**config.mk**
```make
export PLATFORM = sky130hd
export DESIGN_NAME = form_url_decoder_unit
export DESIGN_NICKNAME = d
export VERILOG_FILES = /design/src/rtl/core/fud_pkg.sv /design/src/rtl/core/form_url_decoder_unit.sv /design/src/rtl/core/fud_in_stage.sv /design/src/rtl/core/fud_decode.sv /design/src/rtl/core/fud_out_stage.sv
export SDC_FILE = /design/constraint.sdc
export NUM_CORES = 1
export LEC_CHECK = 0
export BUFFER_PORTS_ARGS = -buffer_cell sky130_fd_sc_hd__buf_2
export CAP_MARGIN = 20
export CORE_UTILIZATION = 25
export DETAILED_ROUTE_END_ITERATION = 8
export HOLD_SLACK_MARGIN = 0.08
export PLACE_DENSITY = 0.39
export SETUP_SLACK_MARGIN = 0.2
export SLEW_MARGIN = 40
export SYNTH_ARGS = -nofsm -noshare
export SYNTH_HDL_FRONTEND = slang
export SYNTH_SLANG_ARGS = --single-unit
```
**constraint.sdc**
```tcl
create_clock -name clk -period 8.9 [get_ports clk]
set_input_delay 0.89 -clock clk [delete_from_list [all_inputs] [get_ports clk]]
set_output_delay 0.89 -clock clk [all_outputs]
set_load 0.03 [all_outputs]
```
**src/rtl/core/fud_pkg.sv**
```systemverilog
package fud_pkg;

    // character codes used by the decoder
    localparam logic [7:0] CH_PLUS  = 8'h2B;
    localparam logic [7:0] CH_PCT   = 8'h25;
    localparam logic [7:0] CH_SPACE = 8'h20;
    localparam logic [7:0] CH_MINUS = 8'h2D;
    localparam logic [7:0] CH_TAB   = 8'h09;
    localparam logic [7:0] CH_CR    = 8'h0D;
    localparam logic [7:0] CH_0     = 8'h30;
    localparam logic [7:0] CH_9     = 8'h39;
    localparam logic [7:0] CH_UA    = 8'h41;
    localparam logic [7:0] CH_UF    = 8'h46;
    localparam logic [7:0] CH_LA    = 8'h61;
    localparam logic [7:0] CH_LF    = 8'h66;

    localparam int unsigned BYTE_W = 8;

    // decoder phase
    typedef enum logic [1:0] {
        PH_PLAIN     = 2'd0,
        PH_AFTER_PCT = 2'd1,
        PH_AFTER_ONE = 2'd2,
        PH_VERBATIM  = 2'd3
    } phase_t;

    // one input item
    typedef struct packed {
        logic [BYTE_W-1:0] data;
        logic              last;
    } fud_item_t;

    // one decode result headed for the output register
    typedef struct packed {
        logic              has;
        logic [BYTE_W-1:0] data;
        logic              flag;
        logic              last;
    } fud_res_t;

    function automatic logic is_digit(input logic [7:0] c);
        return (c >= CH_0) && (c <= CH_9);
    endfunction

    function automatic logic hex_ok(input logic [7:0] c);
        return is_digit(c) || ((c >= CH_UA) && (c <= CH_UF)) || ((c >= CH_LA) && (c <= CH_LF));
    endfunction

    // nibble value of a hex digit, valid only when hex_ok is true
    function automatic logic [3:0] hex_nib(input logic [7:0] c);
        return is_digit(c) ? c[3:0] : (c[3:0] + 4'd9);
    endfunction

    function automatic logic is_ws(input logic [7:0] c);
        return (c == CH_SPACE) || (c == CH_PLUS) || ((c >= CH_TAB) && (c <= CH_CR));
    endfunction

    function automatic logic [7:0] plain_map(input logic [7:0] c);
        return (c == CH_PLUS) ? CH_SPACE : c;
    endfunction

    // value of an escape, parsed like a base-16 strtol
    function automatic logic [7:0] escape_value(input logic [7:0] c1, input logic have2,
                                                input logic [7:0] c2);
        logic       h1_ok;
        logic       h2_ok;
        logic [3:0] n1;
        logic [3:0] n2;
        logic [7:0] v;
        h1_ok = hex_ok(c1);
        h2_ok = have2 && hex_ok(c2);
        n1    = hex_nib(c1);
        n2    = hex_nib(c2);
        v     = 8'd0;
        if (h1_ok)
        begin
            v = h2_ok ? {n1, n2} : {4'd0, n1};
        end
        else if (h2_ok)
        begin
            if (is_ws(c1))
            begin
                v = {4'd0, n2};
            end
            else if (c1 == CH_MINUS)
            begin
                v = 8'd0 - {4'd0, n2};
            end
        end
        return v;
    endfunction

endpackage

```
**src/rtl/core/form_url_decoder_unit.sv**
```systemverilog
// form-post string decoder
// input stream: one encoded byte per item on s_tdata, s_tlast marks the final
// byte of a string. '+' becomes a space, '%' followed by up to two bytes is
// replaced by their hex value; a zero value emits nothing and the byte after
// it is decoded as plain text, without starting an escape.
// output stream: m_tdata holds the decoded byte, m_tuser is set when it is a
// real character, m_tlast marks the end of the string. every last input byte
// gives exactly one output item (m_tuser low and data zero if nothing was
// decoded), other input bytes give zero or one item.
// path: an accepted item waits in the input register, then its result moves
// to the result register, from which it is offered on the output.
// throughput: one item per cycle while the output is not stalled; the only
// loop is the 2-bit phase and the stored first escape byte.
// reset: all valids clear and the decoder returns to plain text.
// stall: while m_tready is low the result register holds its item; the input
// register still takes one more item, then s_tready drops until the output
// drains.
module form_url_decoder_unit (
    input  logic       clk,
    input  logic       rst_n,
    input  logic       s_tvalid,
    output logic       s_tready,
    input  logic [7:0] s_tdata,   // [7:0] in_byte
    input  logic       s_tlast,
    output logic       m_tvalid,
    input  logic       m_tready,
    output logic [7:0] m_tdata,   // [7:0] out_byte
    output logic       m_tuser,   // [0] out_valid
    output logic       m_tlast
);

    fud_pkg::fud_item_t in_item;
    fud_pkg::fud_item_t item;
    fud_pkg::fud_res_t  res;
    fud_pkg::fud_res_t  out_res;
    fud_pkg::phase_t    phase;
    logic               item_vld;
    logic               out_free;
    logic               fire;

    assign in_item.data = s_tdata;
    assign in_item.last = s_tlast;

    // an item moves through decode when the result register can take it
    assign fire = item_vld && out_free;

    fud_in_stage u_in (
        .clk      (clk),
        .rst_n    (rst_n),
        .in_valid (s_tvalid),
        .in_ready (s_tready),
        .in_item  (in_item),
        .take     (fire),
        .vld      (item_vld),
        .item     (item)
    );

    fud_decode u_dec (
        .clk   (clk),
        .rst_n (rst_n),
        .fire  (fire),
        .item  (item),
        .res   (res),
        .phase (phase)
    );

    fud_out_stage u_out (
        .clk       (clk),
        .rst_n     (rst_n),
        .fire      (fire),
        .res       (res),
        .free      (out_free),
        .out_valid (m_tvalid),
        .out_ready (m_tready),
        .out_res   (out_res)
    );

    assign m_tdata = out_res.data;
    assign m_tuser = out_res.flag;
    assign m_tlast = out_res.last;

    // an item without a character only ever closes a string
    a_empty_is_last: assert property (@(posedge clk) disable iff (!rst_n)
        (m_tvalid && !m_tuser) |-> m_tlast)
        else $error("empty output item without tlast");

    // an empty item carries zero data
    a_empty_zero: assert property (@(posedge clk) disable iff (!rst_n)
        (m_tvalid && !m_tuser) |-> (m_tdata == 8'd0))
        else $error("empty output item with nonzero data");

    // end of string puts the decoder back to plain text
    a_last_resets: assert property (@(posedge clk) disable iff (!rst_n)
        (fire && item.last) |=> (phase == fud_pkg::PH_PLAIN))
        else $error("decoder not in plain text after last byte");

    // input only stalls when the input register holds an item
    a_stall_full: assert property (@(posedge clk) disable iff (!rst_n)
        !s_tready |-> (item_vld && m_tvalid && !m_tready))
        else $error("input stalled without cause");

endmodule

```
**src/rtl/core/fud_in_stage.sv**
```systemverilog
module fud_in_stage (
    input  logic                 clk,
    input  logic                 rst_n,
    input  logic                 in_valid,
    output logic                 in_ready,
    input  fud_pkg::fud_item_t   in_item,
    input  logic                 take,
    output logic                 vld,
    output fud_pkg::fud_item_t   item
);

    logic               vld_reg;
    logic               vld_next;
    fud_pkg::fud_item_t item_reg;
    logic               load;

    // stage is free when empty or being drained this cycle
    assign in_ready = !vld_reg || take;
    assign load     = in_valid && in_ready;

    always_comb
    begin
        vld_next = vld_reg;
        if (load)
        begin
            vld_next = 1'b1;
        end
        else if (take)
        begin
            vld_next = 1'b0;
        end
    end

    always_ff @(posedge clk or negedge rst_n)
    begin
        if (!rst_n)
        begin
            vld_reg <= 1'b0;
        end
        else
        begin
            vld_reg <= vld_next;
        end
    end

    // payload capture
    always_ff @(posedge clk)
    begin
        if (load)
        begin
            item_reg <= in_item;
        end
    end

    assign vld  = vld_reg;
    assign item = item_reg;

endmodule

```
**src/rtl/core/fud_decode.sv**
```systemverilog
module fud_decode (
    input  logic               clk,
    input  logic               rst_n,
    input  logic               fire,
    input  fud_pkg::fud_item_t item,
    output fud_pkg::fud_res_t  res,
    output fud_pkg::phase_t    phase
);

    fud_pkg::phase_t phase_reg;
    fud_pkg::phase_t phase_next;
    logic [7:0]      first_reg;
    logic [7:0]      first_next;
    logic            emit;
    logic [7:0]      val;

    // next phase and decoded value
    always_comb
    begin
        emit       = 1'b0;
        val        = 8'd0;
        phase_next = fud_pkg::PH_PLAIN;
        first_next = first_reg;
        case (phase_reg)
            fud_pkg::PH_PLAIN:
            begin
                if (item.data == fud_pkg::CH_PCT)
                begin
                    phase_next = fud_pkg::PH_AFTER_PCT;
                end
                else
                begin
                    emit = 1'b1;
                    val  = fud_pkg::plain_map(item.data);
                end
            end
            fud_pkg::PH_AFTER_PCT:
            begin
                first_next = item.data;
                phase_next = fud_pkg::PH_AFTER_ONE;
                if (item.last)
                begin
                    val  = fud_pkg::escape_value(item.data, 1'b0, 8'd0);
                    emit = (val != 8'd0);
                end
            end
            fud_pkg::PH_AFTER_ONE:
            begin
                val        = fud_pkg::escape_value(first_reg, 1'b1, item.data);
                emit       = (val != 8'd0);
                phase_next = emit ? fud_pkg::PH_PLAIN : fud_pkg::PH_VERBATIM;
            end
            fud_pkg::PH_VERBATIM:
            begin
                emit       = 1'b1;
                val        = fud_pkg::plain_map(item.data);
                phase_next = fud_pkg::PH_PLAIN;
            end
            default:
            begin
                phase_next = fud_pkg::PH_PLAIN;
            end
        endcase
        // end of string returns to the reset state
        if (item.last)
        begin
            phase_next = fud_pkg::PH_PLAIN;
            first_next = 8'd0;
        end
    end

    always_ff @(posedge clk or negedge rst_n)
    begin
        if (!rst_n)
        begin
            phase_reg <= fud_pkg::PH_PLAIN;
            first_reg <= 8'd0;
        end
        else if (fire)
        begin
            phase_reg <= phase_next;
            first_reg <= first_next;
        end
    end

    // result: one for each byte that emits a character or is a last byte
    assign res.has  = emit || item.last;
    assign res.data = emit ? val : 8'd0;
    assign res.flag = emit;
    assign res.last = item.last;
    assign phase    = phase_reg;

endmodule

```
**src/rtl/core/fud_out_stage.sv**
```systemverilog
module fud_out_stage (
    input  logic              clk,
    input  logic              rst_n,
    input  logic              fire,
    input  fud_pkg::fud_res_t res,
    output logic              free,
    output logic              out_valid,
    input  logic              out_ready,
    output fud_pkg::fud_res_t out_res
);

    logic              vld_reg;
    logic              vld_next;
    fud_pkg::fud_res_t res_reg;

    // register can take a new result when empty or being read
    assign free = !vld_reg || out_ready;

    always_comb
    begin
        vld_next = vld_reg;
        if (fire)
        begin
            vld_next = res.has;
        end
        else if (out_ready)
        begin
            vld_next = 1'b0;
        end
    end

    always_ff @(posedge clk or negedge rst_n)
    begin
        if (!rst_n)
        begin
            vld_reg <= 1'b0;
        end
        else
        begin
            vld_reg <= vld_next;
        end
    end

    always_ff @(posedge clk)
    begin
        if (fire && res.has)
        begin
            res_reg <= res;
        end
    end

    assign out_valid = vld_reg;
    assign out_res   = res_reg;

endmodule
```
==> results.toml <==
[grt]
overflow = 0
grt_max_degree = 15
antenna_found_initial = 0
grt_use_total_pct = 12.6
grt_pass1_wl_um = 9250
grt_pass1_vias = 1750

[setup_path]
path_max_fanout = 10
r2r_start = "u_in.item[1]$_DFFE_PP_"
reg2reg_slack_ns = 5.25
ff2ff_path_depth = 11
worstPathArrival_ns = 3.57
reg2reg_to = "u_out.out_res[4]$_SDFFCE_PN0P_"
required_ns = 8.82
cp_slowest_cell = "edfxtp_1"
crit_type = "flop to flop"
end_kind = "flop"
startpoint_type = "flop"
crit_chain = "inv_1, ha_1, o21bai_4, a21oi_2, mux2i_1, ha_1, nor3_1, o211ai_1, a32oi_2, a31o_1, a21oi_2"
crit_family = "compound AO/OA/AOI/OAI gates"
critPathBufInv = 1
max_stage_delay_ns = 0.55

[clock_tree]
cts_buffers = 5
clock-sinks = 31
h-tree-depth = 2
cts-resized-gates = 0
path_clk_slew_ns = 0.07
cts_setup_buffers = 0
tritoncts = "yes"
cts_buffer_depth = 2
root_buffer = "clkbuf_8"
clock_latency_ns = 0.29
postCtsHoldBufs = 0

[place]
port_buffers = 24
dp.cells = 338
dpl_cell_area_um2 = 2460
dp_hpwl_um = 4330
gp_congestion = 0.784

[worst_hold_path]
holdCritPathClass = "input port to asynchronous set/reset pin"

[synth]
synth-xor-area-share_pct = 1.16
yosysSeqAreaShare_pct = 38.4
avgSynthCellArea_um2 = 10.5
synthCells = 216
synth-compound-area-share_pct = 28.6
synth-async-reset-ratio_pct = 38.7
ys_warn_count = 0
synth_cell_types = 70
synthFlopType = "edfxtp_1"
ys_ff_latch = 31
synth.area.mux_share_pct = 2.32
synth_top_family_by_area = "compound AO/OA/AOI/OAI gates"
synthAdderAreaFrac_pct = 4.96
synth_edf_count = 19
syn_area_um2 = 2270
syn_nets = 238
synth-simple-area-share_pct = 20.5

[floorplan]
fp.dieW_um = 97.3
start_util_pct = 25.9
rows = 34
die_h_um = 97.3
die_area_um2 = 9460
core-area_um2 = 8760
io_pins = 25

[run]
maxCapViolations = 0

[timing]
max_freq_mhz = 274
setup_tns_ns = 0
finalHoldViolations = 0
min_period_ns = 3.65
final-setup-viol-count = 0
clock_skew_ns = 0.0124
maxSlewViolCount = 0
fin_crit_sh_pct = 41.0
tightest_slew_ns = 0.718
rsz0062_at_grt = "false"
slew_headroom_pct = 51.9

[run_status]
status = "finished, final reports clean"

[drt]
drt_iter0_drc = 74
route.vias.total = 1847
firstDrtPassIters = 4
vias_per_cell = 5.34
drc_errors = 0
wl_um = 5750
ant_nets = 0
routedWlPerCell_um = 16.6

[layout]
finalNonFillerCells = 346
n_antenna_cell = 0
drive_gt1_share_pct = 24.4
largest_register_ffs = 10
syn_to_final_growth_pct = 13.5
nets = 259
final_area_um2 = 2570

[power]
vdd_ir_drop_max_mv = 0.0757
p_per_area_nw_per_um2 = 237
p_leak_nw = 0.961
finalPower_mw = 0.610
routing by layer:
layer	vias up	share of wire (%)	GRT usage (%)
met5	-	0	0
met4	0	1.9	4.86
met3	13	4.0	2.37
met2	48	45	19.6
met1	889	49	17.4
li1	897	-	-
kinds of logic after synthesis:
| kind of cell | count (synthesis) |
|---|---|
| compound gates | 79 |
| xor+xnor | 3 |
| buf+inv | 17 |
| fa+ha+maj | 9 |
| simple gates | 72 |
| flops | 31 |
| mux | 5 |
cell usage after synthesis, drive strengths merged, types with 4 or more instances:
| master | count | share of area, % |
|---|---|---|
| nand2 | 14 | 2.4 |
| nand3b | 4 | 1.3 |
| edfxtp | 19 | 25 |
| nor2 | 11 | 1.8 |
| o211ai | 6 | 2.0 |
| buf | 7 | 2.0 |
| a31oi | 4 | 1.1 |
| nand2b | 5 | 1.4 |
| nor3b | 4 | 1.3 |
| o21ai | 14 | 3.3 |
| nand4 | 4 | 1.1 |
| nor2b | 4 | 1.1 |
| a21oi | 13 | 3.9 |
| dfrtp | 12 | 13 |
| ha | 9 | 5.0 |
| inv | 7 | 1.2 |
| nand3 | 5 | 1.1 |
| a22o | 11 | 4.4 |
| nor3 | 6 | 1.5 |
cell type report:
cell class                      instances  area, um2
Fill cell                             929       6190
Multi-Input combinational cell        168       1310
Sequential cell                        31        871
Tap cell                              108        135
Timing Repair Buffer                   24        120
Clock buffer                            7        108
Inverter                                7       26.3
Clock inverter                          1       5.00
how the worst max path moves through the flow:
stage	start	depth (start not counted)	to
2_1_floorplan	u_in.item[1]$_DFFE_PP_	11	u_out.out_res[0]$_DFFE_PP_
3_3_place_gp	u_in.item[1]$_DFFE_PP_	11	u_out.out_res[6]$_SDFFCE_PN0P_
3_5_place_dp	u_in.item[1]$_DFFE_PP_	11	u_out.out_res[6]$_SDFFCE_PN0P_
4_1_cts	u_in.item[1]$_DFFE_PP_	11	u_out.out_res[2]$_SDFFCE_PN0P_
5_1_grt	u_in.item[1]$_DFFE_PP_	11	u_out.out_res[4]$_SDFFCE_PN0P_
6_report	u_in.item[1]$_DFFE_PP_	11	u_out.out_res[4]$_SDFFCE_PN0P_
power breakdown:
| group | internal, mW | switching, mW | total [mW] |
|---|---|---|---|
| Combinational | 0.0852 | 0.147 | 0.232 |
| Clock | 0.0792 | 0.0570 | 0.136 |
| Sequential | 0.196 | 0.0462 | 0.242 |
metrics by stage:
stage               utilization (%)  hold slack (ns)  setup slack (ns)
floorplan                         -            0.421              5.76
global placement               28.0            0.570              5.39
detailed placement             28.1            0.563              5.27
CTS                            29.4            0.484              5.25
global route                   29.4            0.491              4.95
finish                         29.4            0.473              5.25
cell usage in the layout (no fill, tap or decap), types with 6 or more instances in the layout:
| cell type | Yosys | final |
|---|---|---|
| a21oi_1 | 9 | 9 |
| a22o_1 | 9 | 9 |
| buf_2 | 3 | 24 |
| clkbuf_8 | 1 | 6 |
| dfrtp_1 | 12 | 12 |
| edfxtp_1 | 19 | 19 |
| ha_1 | 9 | 9 |
| inv_1 | 7 | 7 |
| nand2_1 | 13 | 13 |
| nor2_1 | 11 | 11 |
| o211ai_1 | 6 | 6 |
| o21ai_0 | 12 | 12 |
Note: power is estimated with default switching activity, not from simulation.
